<file path="config.mk">
export PLATFORM = sky130hd
export DESIGN_NAME = sdpq_ctrl
export DESIGN_NICKNAME = d
export VERILOG_FILES = /design/src/design/sdpq_pkg.sv /design/src/design/sdpq_ctrl.sv
export SDC_FILE = /design/constraint.sdc
export NUM_CORES = 1
export LEC_CHECK = 0
export BUFFER_PORTS_ARGS = -buffer_cell sky130_fd_sc_hd__buf_2
export CELL_PAD_IN_SITES_DETAIL_PLACEMENT = 1
export CELL_PAD_IN_SITES_GLOBAL_PLACEMENT = 2
export CORE_MARGIN = 3
export CORE_UTILIZATION = 19
export DETAILED_ROUTE_END_ITERATION = 10
export PLACE_DENSITY_LB_ADDON = 0.15
export SLEW_MARGIN = 0
export SYNTH_ARGS = -nofsm -noshare
export SYNTH_HDL_FRONTEND = slang
export SYNTH_SLANG_ARGS = --single-unit
export TNS_END_PERCENT = 30
</file>
<file path="constraint.sdc">
create_clock -name clk_i -period 3.2 [get_ports clk_i]
set_clock_uncertainty 0.2 [all_clocks]
set_input_delay 0.16 -clock clk_i [delete_from_list [all_inputs] [get_ports clk_i]]
set_output_delay 0.16 -clock clk_i [all_outputs]
set_load 0.01 [all_outputs]
</file>
<file path="src/design/sdpq_pkg.sv">
// shared types and constants for the sorted descending priority queue
package sdpq_pkg;

  localparam int KEY_W = 32;
  localparam int OCC_W = 5;

  typedef enum logic {
    OP_INSERT = 1'b0,
    OP_POP    = 1'b1
  } opcode_e;

  typedef enum logic [1:0] {
    ST_OK    = 2'd0,
    ST_EMPTY = 2'd1,
    ST_FULL  = 2'd2
  } status_e;

  typedef enum logic [2:0] {
    S_IDLE,
    S_POP_WAIT,
    S_INS_CMP,
    S_INS_FRONT,
    S_DONE
  } state_e;

  // controller to datapath
  typedef struct packed {
    logic    accept;
    status_e st;
    logic    rd_head;
    logic    rd_tail;
    logic    scan_step;
    logic    scan_place;
    logic    put_front;
    logic    pop_take;
    logic    load_out;
  } sdpq_cmd_t;

  // datapath to controller
  typedef struct packed {
    logic count_zero;
    logic full;
    logic j_zero;
    logic less;
    logic out_free;
  } sdpq_stat_t;

endpackage

</file>
<file path="src/design/sdpq_ctrl.sv">
// controller state machine for the priority queue
module sdpq_ctrl import sdpq_pkg::*; (
  input  logic       clk_i,
  input  logic       rst_ni,
  input  logic       in_valid_i,
  input  logic       in_opcode_i,
  output logic       in_ready_o,
  input  sdpq_stat_t stat_i,
  output sdpq_cmd_t  cmd_o
);

  state_e state_q, state_d;

  always_ff @(posedge clk_i or negedge rst_ni) begin
    if (!rst_ni) begin
      state_q <= S_IDLE;
    end else begin
      state_q <= state_d;
    end
  end

  always_comb begin
    state_d = state_q;
    unique case (state_q)
      S_IDLE: begin
        if (in_valid_i) begin
          if (in_opcode_i == OP_POP) begin
            state_d = stat_i.count_zero ? S_DONE : S_POP_WAIT;
          end else if (stat_i.full) begin
            state_d = S_DONE;
          end else begin
            state_d = stat_i.count_zero ? S_INS_FRONT : S_INS_CMP;
          end
        end
      end
      S_POP_WAIT: state_d = S_DONE;
      S_INS_CMP: begin
        if (!stat_i.less) begin
          state_d = S_DONE;
        end else if (stat_i.j_zero) begin
          state_d = S_INS_FRONT;
        end
      end
      S_INS_FRONT: state_d = S_DONE;
      S_DONE: begin
        if (stat_i.out_free) begin
          state_d = S_IDLE;
        end
      end
      default: state_d = S_IDLE;
    endcase
  end

  always_comb begin
    cmd_o      = '0;
    cmd_o.st   = ST_OK;
    in_ready_o = 1'b0;
    unique case (state_q)
      S_IDLE: begin
        in_ready_o   = 1'b1;
        cmd_o.accept = in_valid_i;
        if (in_valid_i) begin
          if (in_opcode_i == OP_POP) begin
            if (stat_i.count_zero) begin
              cmd_o.st = ST_EMPTY;
            end else begin
              cmd_o.rd_head = 1'b1;
            end
          end else if (stat_i.full) begin
            cmd_o.st = ST_FULL;
          end else if (!stat_i.count_zero) begin
            cmd_o.rd_tail = 1'b1;
          end
        end
      end
      S_POP_WAIT: cmd_o.pop_take = 1'b1;
      S_INS_CMP: begin
        cmd_o.scan_step  = stat_i.less;
        cmd_o.scan_place = !stat_i.less;
      end
      S_INS_FRONT: cmd_o.put_front = 1'b1;
      S_DONE: cmd_o.load_out = stat_i.out_free;
      default: cmd_o = '0;
    endcase
  end

endmodule

</file>
## Word level (Yosys, flattened, before mapping)

Index checks and enable logic that the tools add are counted.

| word-level totals | value |
|---|---|
| flip-flop bits (word level) | 3 |
| input port bits | 9 |
| word-level logic and storage cells | 35 |

| cells by class | value |
|---|---|
| equal/unequal tests | 7 |
| muxes and demuxes | 23 |
| reduce and logical (&&, ||, !) cells | 4 |

Operators with widths:

| cell | number |
|---|---|
| $mux W3 | 7 |
| $pmux W3 S4 | 1 |
| $mux W1 | 10 |
| $eq A3 B2 Y1 const B | 2 |
| $mux W2 | 3 |
| $mux W5 | 1 |
| $mux W4 | 1 |
| $ne A2 B2 Y1 const B | 2 |
| $eq A3 B1 Y1 const B | 1 |
| $eq A3 B3 Y1 const B | 1 |
| $logic_not A3 Y1 | 1 |
| $ne A3 B3 Y1 const B | 1 |
| $reduce_and A3 Y1 | 1 |
| $reduce_or A2 Y1 | 1 |
| $logic_not A1 Y1 | 1 |

## Longest topological paths before layout

| depth | value |
|---|---|
| word-level depth | 5 |
| gate-level depth with buffers | 6 |
| mapped depth without buffers | 5 |

## Least setup slack after synthesis

OpenSTA, ideal clock, no wires.

| timing | value |
|---|---|
| path kind | reg2out |
| start | register state_q[1] |
| end | output cmd_o[5] (netlist bit) |
| data arrival time | 1.126 ns |
| path slack | 1.714 ns |
| stages on the path, launching flop included | 5 |
| buffers on the path | 1 |
| cell sequence | dfrtp_1 buf_2 nor2_1 nand3b_1 nor4_1 |

RTL lines:

| element | RTL line | RTL |
|---|---|---|
| from (decl) | sdpq_ctrl.sv:12 | `state_e state_q, state_d;` |
| from (signal assigned) | sdpq_ctrl.sv:18 | `state_q <= state_d;` |
| to (decl) | sdpq_ctrl.sv:9 | `output sdpq_cmd_t cmd_o` |

==> impl_metrics.ini <==
[run_status]
status = completed

[routing]
routed_wl_um = 885
first_pass_iters = 3
wire_per_inst_um = 12.6
routed_via_density = 4.71
drtAntennaViolNets = 0
route.vias.total = 330
drtIter0Drc = 5
drc = 0

[floorplan]
pin_count = 20
dieHeight_um = 43.5
initial_utilization_pct = 22.2
coreArea_um2 = 1200
die_w_um = 43.5
die_area_um2 = 1890
std_cell_rows = 12

[sta]
finalCriticalPeriod_ns = 1.85
slew_headroom_pct = 82.0
slew_violations = 0
setup_viol = 0
tightest_slew_ns = 0.267
rsz0062_at_grt = no
setup_tns_ns = 0
period_share_pct = 57.8
max_freq_mhz = 541
hold_viol_final = 0

[worst_setup_path]
crit_path_max_fanout = 10
start_kind = register
path_class = reg2out
crit_required_ns = 2.84
reg2reg_depth = 2
critPathArrivalTime_ns = 1.49
end_kind = output port

[logic_synthesis]
yosys.area.top_type = dfrtp_1
synthFlopType = dfrtp_1
synth_top_area_share_pct = 28.2
synth_edf_count = 0
avgSynthCellArea_um2 = 8.08
synth_nets = 42
ys_types = 19
synth.most_common_cell = nor2_1
synthTopCellsByArea = dfrtp_1, mux2i_1, and3_1, nor2_1, nor3b_1
synth-async-reset-ratio_pct = 100
syn-instance-count = 33
ys_seq_elements = 3
ys_warn_count = 0
netlist_top_cells_count = nor2_1, and3_1, dfrtp_1
yosysSeqAreaShare_pct = 28.2
synth_area_um2 = 267

[pwr]
peakVddDrop_mv = 0.156
p_sw_share_pct = 40.1
powerDensity_nw_per_um2 = 572
clkPwrFrac_pct = 27.5
p_leak_nw = 0.239
pwr-share-seq_pct = 30.2
internal-power_w = 0.000142
power.switching_w = 0.0000950
finalPower_w = 0.000237
p_comb_share_pct = 42.3

[final_layout]
num-nets-final = 66
drive_above_1_share_pct = 41.1
final_core_utilization_pct = 34.5
largest_reg_flops = 3
num_antenna_cells = 0
area_growth_pct = 55.4
largest_register = state_q
fillers = 164
top_regs = state_q x3

[global_routing]
grt_usage_pct = 10.7
grt_pass1_vias = 358
antenna_found_initial = 0
grt_pass1_wl_mm = 1.49
grt_overflow = 0
grt_max_degree = 11

[clock_network]
clk_pin_slew_ns = 0.04
clk_path_buf_depth = 2
cts_buffers = 3
cts-htree-levels = 1
cts_resized = 0
clock_sinks = 3
cts_root_buffer = clkbuf_4
cts_tree = done
clock_latency_ns = 0.23

[min_path]
min_path_type = in2async

[placed_design]
dp_hpwl_um = 731
gp_congestion = 0.738
portBuffers = 19

[flow_run]
drv_cap = 0
-- path summary, 6_finish.rpt --
path	from	endpoint	slack, ns
worst min register to register	state_q[0]	state_q[1]	0.39
worst min-delay path	rst_ni	state_q[0]	0.06
min in group clk_i	stat_i[1]	state_q[1]	0.10
worst max-delay path	state_q[1]	cmd_o[7]	1.35
worst max register to register	state_q[1]	state_q[2]	1.82
max in group asynchronous	rst_ni	state_q[2]	2.63
-- cell usage in the layout, fill, tap and decap left out --
cell / count
and3_1: 3
inv_1: 2
o2bb2ai_1: 1
clkbuf_4: 3
nor4_1: 1
nand2_1: 2
dlygate4sd3_1: 3
nor3b_1: 2
nor2_1: 4
and3b_1: 1
and3_2: 1
o221ai_1: 1
nor3_1: 2
nor4b_1: 1
a21oi_1: 2
mux2i_1: 2
clkbuf_1: 1
buf_2: 19
dfrtp_1: 3
nand3b_1: 1
or4b_1: 1
-- logic make-up (layout without fill, tap and decap cells) --
group	after synthesis	after routing	synth area share, %
flops	3	3	28.2
compound gates	4	4	10.3
mux	2	2	7.51
buf+inv	5	28	10.8
simple gates	19	19	43.2
-- power groups by stage --
stage / clock [W] / combinational (W) / sequential (W)
5_1_grt: 0.0000746 / 0.000111 / 0.0000768
2_1_floorplan: 0 / 0.0000801 / 0.0000529
6_report: 0.0000651 / 0.000100 / 0.0000717
3_5_place_dp: 0 / 0.0000991 / 0.0000728
3_3_place_gp: 0 / 0.0000957 / 0.0000724
4_1_cts: 0.0000684 / 0.000102 / 0.0000725
-- layout make-up --
cell class,instances,area [um2],area share (%)
clock buffer,4,26.3,6.34
inverter,2,7.51,1.81
multi-input combinational,25,163,39.3
sequential,3,75.1,18.1
tap,14,17.5,4.23
timing repair buffer,22,125,30.2
-- timing repair --
| item | CTS | global route |
|---|---|---|
| endpoints found under the hold margin | 5 | 0 |
| setup endpoints to repair | 0 | 0 |
| hold buffers | 3 | 0 |
| setup buffers | 0 | 0 |
-- critical path, cell delays in order (launching register included) --
cell and delay (ns):
dfrtp_1 0.46, nor2_1 0.20, nand3b_1 0.18, inv_1 0.12
and3_2 0.18, buf_2 0.12
-- through the flow --
stage / cells / instance area [um2] / setup WS [ns] / hold WS, ns
floorplan: 33 / 267 / 1.71 / -0.336
global placement: 63 / 358 / 1.65 / -0.246
detailed placement: 63 / 358 / 1.60 / -0.241
CTS: 70 / 414 / 1.35 / 0.0629
global route: 70 / 414 / 1.25 / 0.0700
finish: 70 / 414 / 1.35 / 0.0606
-- metal layers --
layer	global-route usage, %	part of all wire, %	vias to the layer above	routed length, um
met5	0	0	-	0
met2	19.5	55	6	484
li1	-	-	166	-
met3	3.73	3.7	0	33
met4	5.42	0	0	0
met1	10.5	41	158	367
(Power assumes the default switching activity.)
