## config.mk

```make
export PLATFORM = sky130hd
export DESIGN_NAME = sdpq_dp
export DESIGN_NICKNAME = d
export VERILOG_FILES = /design/src/design/sdpq_pkg.sv /design/src/design/sdpq_dp.sv
export SDC_FILE = /design/constraint.sdc
export NUM_CORES = 1
export LEC_CHECK = 0
export ABC_AREA = 0
export BUFFER_PORTS_ARGS = -buffer_cell sky130_fd_sc_hd__buf_2
export CAP_MARGIN = 20
export CORE_ASPECT_RATIO = 0.75
export CORE_MARGIN = 2
export CORE_UTILIZATION = 35
export CTS_CLUSTER_DIAMETER = 40
export DETAILED_ROUTE_END_ITERATION = 10
export RECOVER_POWER = 25
export REMOVE_ABC_BUFFERS = 1
export SKIP_CTS_REPAIR_TIMING = 1
export SLEW_MARGIN = 5
export SYNTH_ARGS = -nofsm -noshare
export SYNTH_HDL_FRONTEND = slang
export SYNTH_SLANG_ARGS = --single-unit
export TNS_END_PERCENT = 100
```

## constraint.sdc

```tcl
create_clock -name clk_i -period 8.8 [get_ports clk_i]
set_clock_uncertainty 0.15 [all_clocks]
set_input_delay 2.2 -clock clk_i [delete_from_list [all_inputs] [get_ports clk_i]]
set_output_delay 2.2 -clock clk_i [all_outputs]
set_load 0.01 [all_outputs]
```

## src/design/sdpq_pkg.sv

```systemverilog
// shared types and constants for the sorted descending priority queue
package sdpq_pkg;

  localparam int KEY_W = 32;
  localparam int OCC_W = 5;

  typedef enum logic {
    OP_INSERT = 1'b0,
    OP_POP    = 1'b1
  } opcode_e;

  typedef enum logic [1:0] {
    ST_OK    = 2'd0,
    ST_EMPTY = 2'd1,
    ST_FULL  = 2'd2
  } status_e;

  typedef enum logic [2:0] {
    S_IDLE,
    S_POP_WAIT,
    S_INS_CMP,
    S_INS_FRONT,
    S_DONE
  } state_e;

  // controller to datapath
  typedef struct packed {
    logic    accept;
    status_e st;
    logic    rd_head;
    logic    rd_tail;
    logic    scan_step;
    logic    scan_place;
    logic    put_front;
    logic    pop_take;
    logic    load_out;
  } sdpq_cmd_t;

  // datapath to controller
  typedef struct packed {
    logic count_zero;
    logic full;
    logic j_zero;
    logic less;
    logic out_free;
  } sdpq_stat_t;

endpackage

```

## src/design/sdpq_dp.sv

```systemverilog
// datapath: key memory as a ring, head and count, scan index and result register
module sdpq_dp import sdpq_pkg::*; #(
  parameter int QUEUE_DEPTH = 16
) (
  input  logic                    clk_i,
  input  logic                    rst_ni,
  input  logic signed [KEY_W-1:0] key_in_i,
  input  sdpq_cmd_t               cmd_i,
  output sdpq_stat_t              stat_o,
  input  logic                    out_ready_i,
  output logic                    out_valid_o,
  output logic signed [KEY_W-1:0] key_out_o,
  output logic [1:0]              status_o,
  output logic [OCC_W-1:0]        occupancy_o
);

  localparam int AW = $clog2(QUEUE_DEPTH);
  localparam int CW = $clog2(QUEUE_DEPTH + 1);
  localparam logic [AW:0]   DEPTH_W = (AW+1)'(QUEUE_DEPTH);
  localparam logic [AW-1:0] LAST_A  = AW'(QUEUE_DEPTH - 1);
  localparam logic [CW-1:0] FULL_C  = CW'(QUEUE_DEPTH);

  logic signed [KEY_W-1:0] mem_q [QUEUE_DEPTH];
  logic signed [KEY_W-1:0] rd_data_q;
  logic signed [KEY_W-1:0] key_q;
  logic signed [KEY_W-1:0] res_key_q;
  status_e                 st_q;
  logic [AW-1:0]           head_q, head_d;
  logic [CW-1:0]           count_q, count_d;
  logic [AW-1:0]           j_q, j_d;
  logic                    out_valid_q;
  logic signed [KEY_W-1:0] key_out_q;
  logic [1:0]              status_out_q;
  logic [OCC_W-1:0]        occ_q;

  logic                    we, re;
  logic [AW-1:0]           wa, ra;
  logic signed [KEY_W-1:0] wd;
  logic [AW-1:0]           tail_off;

  // logical position to memory address, offset below depth
  function automatic logic [AW-1:0] phys(input logic [AW-1:0] base, input logic [AW-1:0] off);
    logic [AW:0] sum;
    sum = {1'b0, base} + {1'b0, off};
    if (sum >= DEPTH_W) begin
      sum = sum - DEPTH_W;
    end
    return sum[AW-1:0];
  endfunction

  assign tail_off = AW'(count_q - CW'(1));

  always_comb begin
    we = cmd_i.scan_step | cmd_i.scan_place | cmd_i.put_front;
    wa = cmd_i.put_front ? head_q : phys(head_q, j_q + AW'(1));
    wd = cmd_i.scan_step ? rd_data_q : key_q;
    re = cmd_i.rd_head | cmd_i.rd_tail | (cmd_i.scan_step && (j_q != '0));
    if (cmd_i.rd_head) begin
      ra = head_q;
    end else if (cmd_i.rd_tail) begin
      ra = phys(head_q, tail_off);
    end else begin
      ra = phys(head_q, j_q - AW'(1));
    end
  end

  always_ff @(posedge clk_i) begin
    if (we) begin
      mem_q[wa] <= wd;
    end
    if (re) begin
      rd_data_q <= mem_q[ra];
    end
  end

  always_comb begin
    head_d  = head_q;
    count_d = count_q;
    j_d     = j_q;
    if (cmd_i.rd_tail) begin
      j_d = tail_off;
    end else if (cmd_i.scan_step) begin
      j_d = j_q - AW'(1);
    end
    if (cmd_i.scan_place || cmd_i.put_front) begin
      count_d = count_q + CW'(1);
    end else if (cmd_i.pop_take) begin
      count_d = count_q - CW'(1);
      head_d  = (head_q == LAST_A) ? '0 : head_q + AW'(1);
    end
  end

  always_ff @(posedge clk_i or negedge rst_ni) begin
    if (!rst_ni) begin
      head_q      <= '0;
      count_q     <= '0;
      j_q         <= '0;
      out_valid_q <= 1'b0;
    end else begin
      head_q  <= head_d;
      count_q <= count_d;
      j_q     <= j_d;
      if (cmd_i.load_out) begin
        out_valid_q <= 1'b1;
      end else if (out_ready_i) begin
        out_valid_q <= 1'b0;
      end
    end
  end

  always_ff @(posedge clk_i) begin
    if (cmd_i.accept) begin
      key_q     <= key_in_i;
      st_q      <= cmd_i.st;
      res_key_q <= '0;
    end else if (cmd_i.pop_take) begin
      res_key_q <= rd_data_q;
    end
    if (cmd_i.load_out) begin
      key_out_q    <= res_key_q;
      status_out_q <= st_q;
      occ_q        <= OCC_W'(count_q);
    end
  end

  assign stat_o.count_zero = (count_q == '0);
  assign stat_o.full       = (count_q >= FULL_C);
  assign stat_o.j_zero     = (j_q == '0);
  assign stat_o.less       = (rd_data_q < key_q);
  assign stat_o.out_free   = !out_valid_q || out_ready_i;

  assign out_valid_o = out_valid_q;
  assign key_out_o   = key_out_q;
  assign status_o    = status_out_q;
  assign occupancy_o = occ_q;

endmodule

```

Word-level counts from Yosys, hierarchy flattened:

Memories as Yosys holds them, arrays and structs flattened. A register that Yosys moved wholly into a read port is not among the register bits.
Index checks and enable logic that the tools add are counted.

* $mul: 0
* shift operators: 0
* muxes and demuxes: 16
* bitwise logic cells: 5
* reductions and logical operators: 11
* order comparisons: 5
* equal/unequal tests: 1
* div/mod/pow operators: 0
* add/sub/neg operators: 11

Operators with widths (count)
* $mux 4: 9
* $lt 32x32->1: 1
* $mux 32: 1
* $ge 5x5->1 const B: 4
* $sub 4x1->4 const B: 4
* $add 4x4->5: 3
* $mux 5: 2
* $add 4x1->4 const B: 2
* $reduce_bool 2->1: 3
* $add 5x1->5 const B: 1
* $logic_not 5->1: 1
* $sub 5x1->5 const B: 1
* $eq 4x4->1 const B: 1
* $logic_not 4->1: 1
* $mux 1: 4
* $or 1x1->1: 4
* $reduce_bool 4->1: 1
* $logic_or 1x1->1: 2
* $reduce_and 2->1: 1
* $logic_and 1x1->1: 1
* $logic_not 1->1: 1
* $not 1->1: 1

* output and inout port bits: 45
* register bits: 119
* bits in read-only memories: 0
* latch bits: 0
* word-level logic and storage cells: 60
* memories kept: 1
* memory bits (writable): 512
* bits of input ports: 45

Memories
* mem_q: depth 16, bits a word 32, rd ports 1, clocked after Yosys merged registers in 1, wr ports 1, RTL line sdpq_dp.sv:23 `logic signed [KEY_W-1:0] mem_q [QUEUE_DEPTH];`

Longest topological paths before layout:

Gate-level depths: netlist (run 1).

* word-level depth: 6
* mapped depth: 13
* mapped depth without buffers: 11

Worst setup path after synthesis (run 1):

No wires, ideal clock.

* path type: input to register
* from: in cmd_i[4] (netlist bit)
* to: reg rd_data_q[0] (read register of mem_q) (enable)
* stages: 3
* setup time: 0.466 ns
* buffers on the path: 1
* required time: 8.184 ns
* data arrival time: 4.822 ns
* setup slack: 3.362 ns
* path through: clkbuf_1 -> inv_1 -> o21ai_0

* cells in the longest elaborated chain, start to end: 2

Ends and longest elaborated chain
* start, declared: RTL line sdpq_dp.sv:8 `input sdpq_cmd_t cmd_i,`
* $logic_and 1x1->1: RTL line sdpq_dp.sv:57 `re = cmd_i.rd_head | cmd_i.rd_tail | (cmd_i.scan_step && (j_q != '0));`
* $or 1x1->1: RTL line sdpq_dp.sv:57
* named net re: RTL line sdpq_dp.sv:36 `logic we, re;`
* end, declared: RTL line sdpq_dp.sv:24 `logic signed [KEY_W-1:0] rd_data_q;`

The timed path passes the listed nets, and every way through them passes these cells.
A chain may end at the register's enable or synchronous reset.

==> metrics.yaml, run 1 <==
status: "complete, but fails checks"
failed_checks: "max-capacitance violations, max-slew violations"
setup_viol_count_final: 0
drive_gt1_share_pct: 15.3
ys_types: 46
yosysWarnings: 0
internal_power_mw: 8.29
synth-edff-count: 617
final_common_cell: "edfxtp_1"
die_w_um: 323
dp.cells: 2870
slew_violations: 175
wl_per_cell_um: 20.8
final_nets: 2018
ys.flop_type: "edfxtp_1"
maxCapViolCount: 4
row_count: 87
cts_sinks: 663
cts.clk_slew.worst_paths_ns: 0.05
dp_hpwl_um: 31000
cts_made_buffers: 79
grt_pass1_wl_um: 94400
vdd_drop_max_mv: 0.533
overflow: 0
cp-start-kind: "flip-flop"
clock.fmax_ghz: 0.172
worstPathArrival_ns: 3.47
first_pass_iters: 5
worst-slew-pin-transition_ns: 4.30
grt_max_degree: 204
pwr-share-comb_pct: 35.0
n_antenna_cell: 0
reg2reg_depth: 12
place_congestion: 0.749
initialDrtViolationCount: 1281
clk_latency_ns: 0.62
fin_util_pct: 41.5
end_kind: "output port"
relSlewSlack_pct: -187
p_leak_nw: 10.9
n_fill_cell: 6788
dieArea_sq_um: 78800
area_delta_synth_final_pct: 16.8
root_buffer: "clkbuf_16"
core_area_sq_um: 75400
viasPerCell: 5.07
die_h_um: 244
crit_fanout: 3
portBuffers: 89
start_util_pct: 35.5
swShare_pct: 35.2
antenna_found_initial: 0
io_pins: 90
num_vias: 15300
period_needed_ns: 5.82
htreeDepth: 3
final_cell_mix: "edfxtp_1 (617), nand2_1 (307), a211oi_1 (129)"
clockPowerShare_pct: 26.1
pwr-share-seq_pct: 39.0
grt_pass1_vias: 15200
grt_use_total_pct: 16.0
netlist_instances: 1813
worstSetupPathType: "reg -> out"
fin_cells: 3015
cts_buffer_depth: 3
rsz0062_at_grt: "false"
drtAntennaViolNets: 0
cp_data_required_time_ns: 6.45
p_sw_mw: 4.50
fin_crit_sh_pct: 66.1
min_path_cells: 0
ys_ff_latch: 663
hold_path.class: "reg -> reg"
avgSynthCellArea_sq_um: 14.8
netlist_area_sq_um: 26800
hold_violations: 0
drc: 0
seq_area_frac_synth_pct: 72.9
wirelength_um: 62800
power_density_nw_per_um2: 409
async_flop_share_pct: 2.11
cts_tree: "built"
## worst max-delay path: stages, from the launching register on
cell and delay, ns:
edfxtp_1 0.48, ha_1 0.25, a21o_1 0.18, a21o_1 0.17
a21oi_1 0.23, o31ai_1 0.16, a221oi_1 0.29, o21ai_0 0.33
a221oi_1 0.55, buf_2 0.23
## final timing paths
| kind | startpoint | to | slack (ns) |
|---|---|---|---|
| min | st_q[1]$_DFFE_PP_ | status_o[1]$_DFFE_PP_ | 0.28 |
| max in group asynchronous | rst_ni | out_valid_o$_DFFE_PN0P_ | 6.47 |
| max reg2reg | count_q[0]$_DFFE_PN0P_ | rd_data_q[5]$_DFFE_PP_ | 4.14 |
| min in group asynchronous | rst_ni | j_q[0]$_DFFE_PN0P_ | 1.51 |
| max | rd_data_q[4]$_DFFE_PP_ | stat_o[1] | 2.98 |
| min reg2reg | st_q[1]$_DFFE_PP_ | status_o[1]$_DFFE_PP_ | 0.28 |
## area by class of cell
type	instances	area [sq um]	share of cell area [%]
tap	1023	1280	4.09
clock buffer	94	2110	6.74
timing repair buffer	147	866	2.77
clock inverter	51	603	1.93
inverter	40	150	0.480
sequential	663	19500	62.4
multi-input combinational	997	6750	21.6
## cell families after synthesis
family                   synth area share, %
XOR/XNOR                               0.691
AND/OR/NAND/NOR                         8.70
multiplexers                            4.65
buffers and inverters                   2.60
AO/OA/AOI/OAI                           8.32
adder cells (fa/ha/maj)                 2.16
flip-flops                              72.9
## power by group through the flow
stage                     logic (mW)  registers [mW]  clock network (mW)
after detailed placement        4.51            5.04                   0
after CTS                       4.53            4.98                3.39
final                           4.47            4.98                3.33
after global routing            4.92            5.06                3.52
after global placement          4.39            5.02                   0
after floorplan                 2.96            4.95                   0
## Yosys cell counts (2+ instances only)
cell type | n | area, sq um
edfxtp_1 | 617 | 18500
nand2_1 | 307 | 1150
a211oi_1 | 129 | 968
a31oi_1 | 128 | 801
and2_1 | 86 | 538
clkbuf_1 | 68 | 255
nor2_1 | 58 | 218
o21ai_0 | 44 | 220
and2_0 | 43 | 269
ha_1 | 43 | 538
inv_1 | 40 | 150
mux2i_1 | 39 | 390
dfxtp_1 | 32 | 641
buf_2 | 26 | 130
mux4_1 | 17 | 447
a21o_1 | 15 | 113
mux4_2 | 15 | 338
dfrtp_1 | 14 | 350
a21oi_1 | 13 | 65.1
xnor2_1 | 10 | 87.6
xor2_1 | 8 | 70.1
buf_4 | 7 | 52.6
buf_6 | 7 | 78.8
nand4_1 | 6 | 37.5
mux2_2 | 5 | 56.3
buf_1 | 4 | 15.0
nand2b_1 | 4 | 25.0
nand3_1 | 4 | 20.0
nor3_1 | 4 | 20.0
a221oi_1 | 2 | 17.5
fa_1 | 2 | 40.0
o31ai_1 | 2 | 15.0
## registers in the layout, summed over array words and instances, names as in the netlist
register,flops
key_q,32
count_q,5
status_o,2
res_key_q,32
mem_q,512
occupancy_o,5
head_q,4
st_q,2
j_q,4
key_out_o,32
rd_data_q,32
out_valid_o,1
## per-layer routing
metal / vias to the layer above / wire, um / GRT usage (%) / part of all wire, %
met1: 7701 / 28500 / 22.2 / 45
met3: 93 / 3330 / 2.88 / 5.3
li1: 7088 / - / - / -
met2: 407 / 29700 / 25.6 / 47
met4: 0 / 1240 / 4.49 / 2.0
met5: - / 0 / 0 / 0
## per-stage QoR
stage	hold WS (ns)	TNS (ns)	setup slack [ns]	instance area [sq um]	total power, mW
6_report	0.280	0	2.98	31300	12.8
2_1_floorplan	0.250	-118.96	-3.72	26200	7.91
5_1_grt	0.291	0	2.86	31300	13.5
3_5_place_dp	0.267	0	2.77	28600	9.56
4_1_cts	0.281	0	2.82	31300	12.9
3_3_place_gp	0.259	0	2.90	28600	9.41
No activity file was read; power rests on OpenSTA's default activity.
==> inputs of run 2 (changes only) <==
==> constraint.sdc (replaced) <==
create_clock -name clk_i -period 5.1 [get_ports clk_i]
set_clock_uncertainty 0.15 [all_clocks]
set_input_delay 1.275 -clock clk_i [delete_from_list [all_inputs] [get_ports clk_i]]
set_output_delay 1.275 -clock clk_i [all_outputs]
set_load 0.01 [all_outputs]
==> run 2 against run 1 <==
Against the previous run:
- the run still ends with max-capacitance violations, max-slew violations left
- worst hold slack got worse by 0.0020 ns
- sequential cell count unchanged
- critical path depth unchanged
- clock power increased by 81%
- die area unchanged
- combinational power increased by 79%
- via count increased by 0.60%
- sequential share of layout area decreased by 0.81 points
- design area increased by 1.3%
- sequential power increased by 73%
- setup slack got worse by 2.7 ns
==> metrics.yaml, run 2 (synthesis results as in run 1) <==
wirelength_um: 63500
failed_checks: "max-capacitance violations, max-slew violations"
worstSetupPathType: "reg -> out"
largest_reg_flops: 512
drtAntennaViolNets: 0
clock.fmax_ghz: 0.208
wl_met3_um: 3420
period_needed_ns: 4.81
drive_gt1_share_pct: 16.0
p_leak_nw: 11.0
cts_tree: "built"
grt_pass1_wl_um: 95800
portBuffers: 89
maxCapViolCount: 3
final_area_sq_um: 31700
drc: 0
vdd_drop_max_mv: 0.486
cts_buffer_depth: 3
end_kind: "output port"
cp_slowest_cell: "a221oi_2"
dr_wl_met2_um: 29700
setup_viol_count_final: 0
crit_fanout: 3
hold_path.class: "reg -> reg"
core_area_sq_um: 75400
worstPathArrival_ns: 3.38
worst_slack_ns: 0.290
clk_latency_ns: 0.63
row_count: 87
final_common_cell: "edfxtp_1"
min_from: "st_q[1]$_DFFE_PP_"
dp_hpwl_um: 36000
final_nets: 2037
viasPerCell: 5.06
rsz0062_at_grt: "false"
cts.clk_slew.worst_paths_ns: 0.05
antenna_found_initial: 0
dpl-instance-area_sq_um: 28900
worstReg2RegStart: "j_q[0]$_DFFE_PN0P_"
grt_max_degree: 132
top_register: "mem_q"
htreeDepth: 3
crit_path_max_incr_delay_ns: 0.46
drt-met1-wl_um: 29000
fin_crit_sh_pct: 94.3
grt_use_total_pct: 16.2
status: "complete, but fails checks"
place_congestion: 0.771
relSlewSlack_pct: -122
root_buffer: "clkbuf_16"
overflow: 0
cts_made_buffers: 82
cpMostUsedCell: "a21o_1"
place_ws_ns: 0.576
die_h_um: 244
slew_violations: 102
area_delta_synth_final_pct: 18.3
clockPowerShare_pct: 26.7
swShare_pct: 35.0
cp-startpoint: "rd_data_q[5]$_DFFE_PP_"
power_density_nw_per_um2: 715
wl_per_cell_um: 20.9
internal_power_mw: 14.7
die_w_um: 323
start_util_pct: 35.5
worst-slew-pin-transition_ns: 3.34
path_cells: "ha_1 > a21o_1 > a21o_1 > a21oi_1 > o31ai_1 > a221oi_1 > o21ai_0 > a221oi_2 > buf_2"
pwr-share-seq_pct: 38.0
p_sw_mw: 7.93
grt_pass1_vias: 15200
initialDrtViolationCount: 1277
io_pins: 90
cts_sinks: 663
cp-start-kind: "flip-flop"
cp_data_required_time_ns: 3.67
dieArea_sq_um: 78800
final_cell_mix: "edfxtp_1 (617), nand2_1 (307), a211oi_1 (129)"
highest_layer: "met4"
hold_violations: 0
n_antenna_cell: 0
pwr-share-comb_pct: 35.4
num_vias: 15400
first_pass_iters: 5
[run 2: changes by cell type in the layout (fill, tap and decap cells not counted), moves of 2 or more]
cell       change
clkinv_2       +4
inv_6          +3
buf_2          -6
inv_8          -2
buf_4          +2
bufinv_16      +4
clkbuf_1       +5
buf_12        +12
[run 2: critical path, delay by kind of cell, from the launching register on]
kind	cells	cell delay (ns)
buffers and inverters	1	0.20
adder cells (fa/ha/maj)	1	0.33
flip-flops	1	0.42
AO/OA/AOI/OAI	7	1.82
[run 2: worst paths after layout]
path,end,slack [ns],depth (start not counted)
max,stat_o[1],0.29,9
max in group asynchronous,j_q[1]$_DFFE_PN0P_,3.69,1
min reg2reg,status_o[1]$_DFFE_PP_,0.28,0
min,status_o[1]$_DFFE_PP_,0.28,0
min in group asynchronous,head_q[3]$_DFFE_PN0P_,0.59,1
max reg2reg,mem_q[8][11]$_DFFE_PP_,1.16,11
[run 2: cell type report]
| cell class | instances | area [sq um] |
|---|---|---|
| fillers | 6743 | 43800 |
| flip-flops and latches | 663 | 19500 |
| multi-input cells | 997 | 6760 |
| clock buffers | 91 | 2110 |
| well taps | 1023 | 1280 |
| repair buffers | 163 | 1120 |
| clock inverters | 60 | 751 |
| inverters | 40 | 150 |
[run 2: routing by layer]
metal	global-route usage (%)	vias to the layer above
met5	0	-
met2	25.5	411
met4	4.65	0
met1	22.9	7706
met3	2.79	116
li1	-	7147
[run 2: power groups by stage]
stage	logic [mW]	registers [mW]	clock network, mW
floorplan	4.39	8.51	0
global placement	7.92	8.66	0
detailed placement	8.10	8.70	0
CTS	8.12	8.60	6.15
global route	8.80	8.72	6.37
finish	8.02	8.60	6.04
[run 2: through the flow]
| stage | hold slack [ns] | TNS [ns] | power [mW] | cells | utilization [%] |
|---|---|---|---|---|---|
| floorplan | 0.250 | -207.76 | 12.9 | 1700 | - |
| global placement | 0.264 | 0 | 16.6 | 2885 | 38.3 |
| detailed placement | 0.257 | 0 | 16.8 | 2886 | 38.3 |
| CTS | 0.283 | 0 | 22.9 | 3037 | 42.1 |
| global route | 0.293 | 0 | 23.9 | 3037 | 42.0 |
| finish | 0.278 | 0 | 22.7 | 3037 | 42.0 |
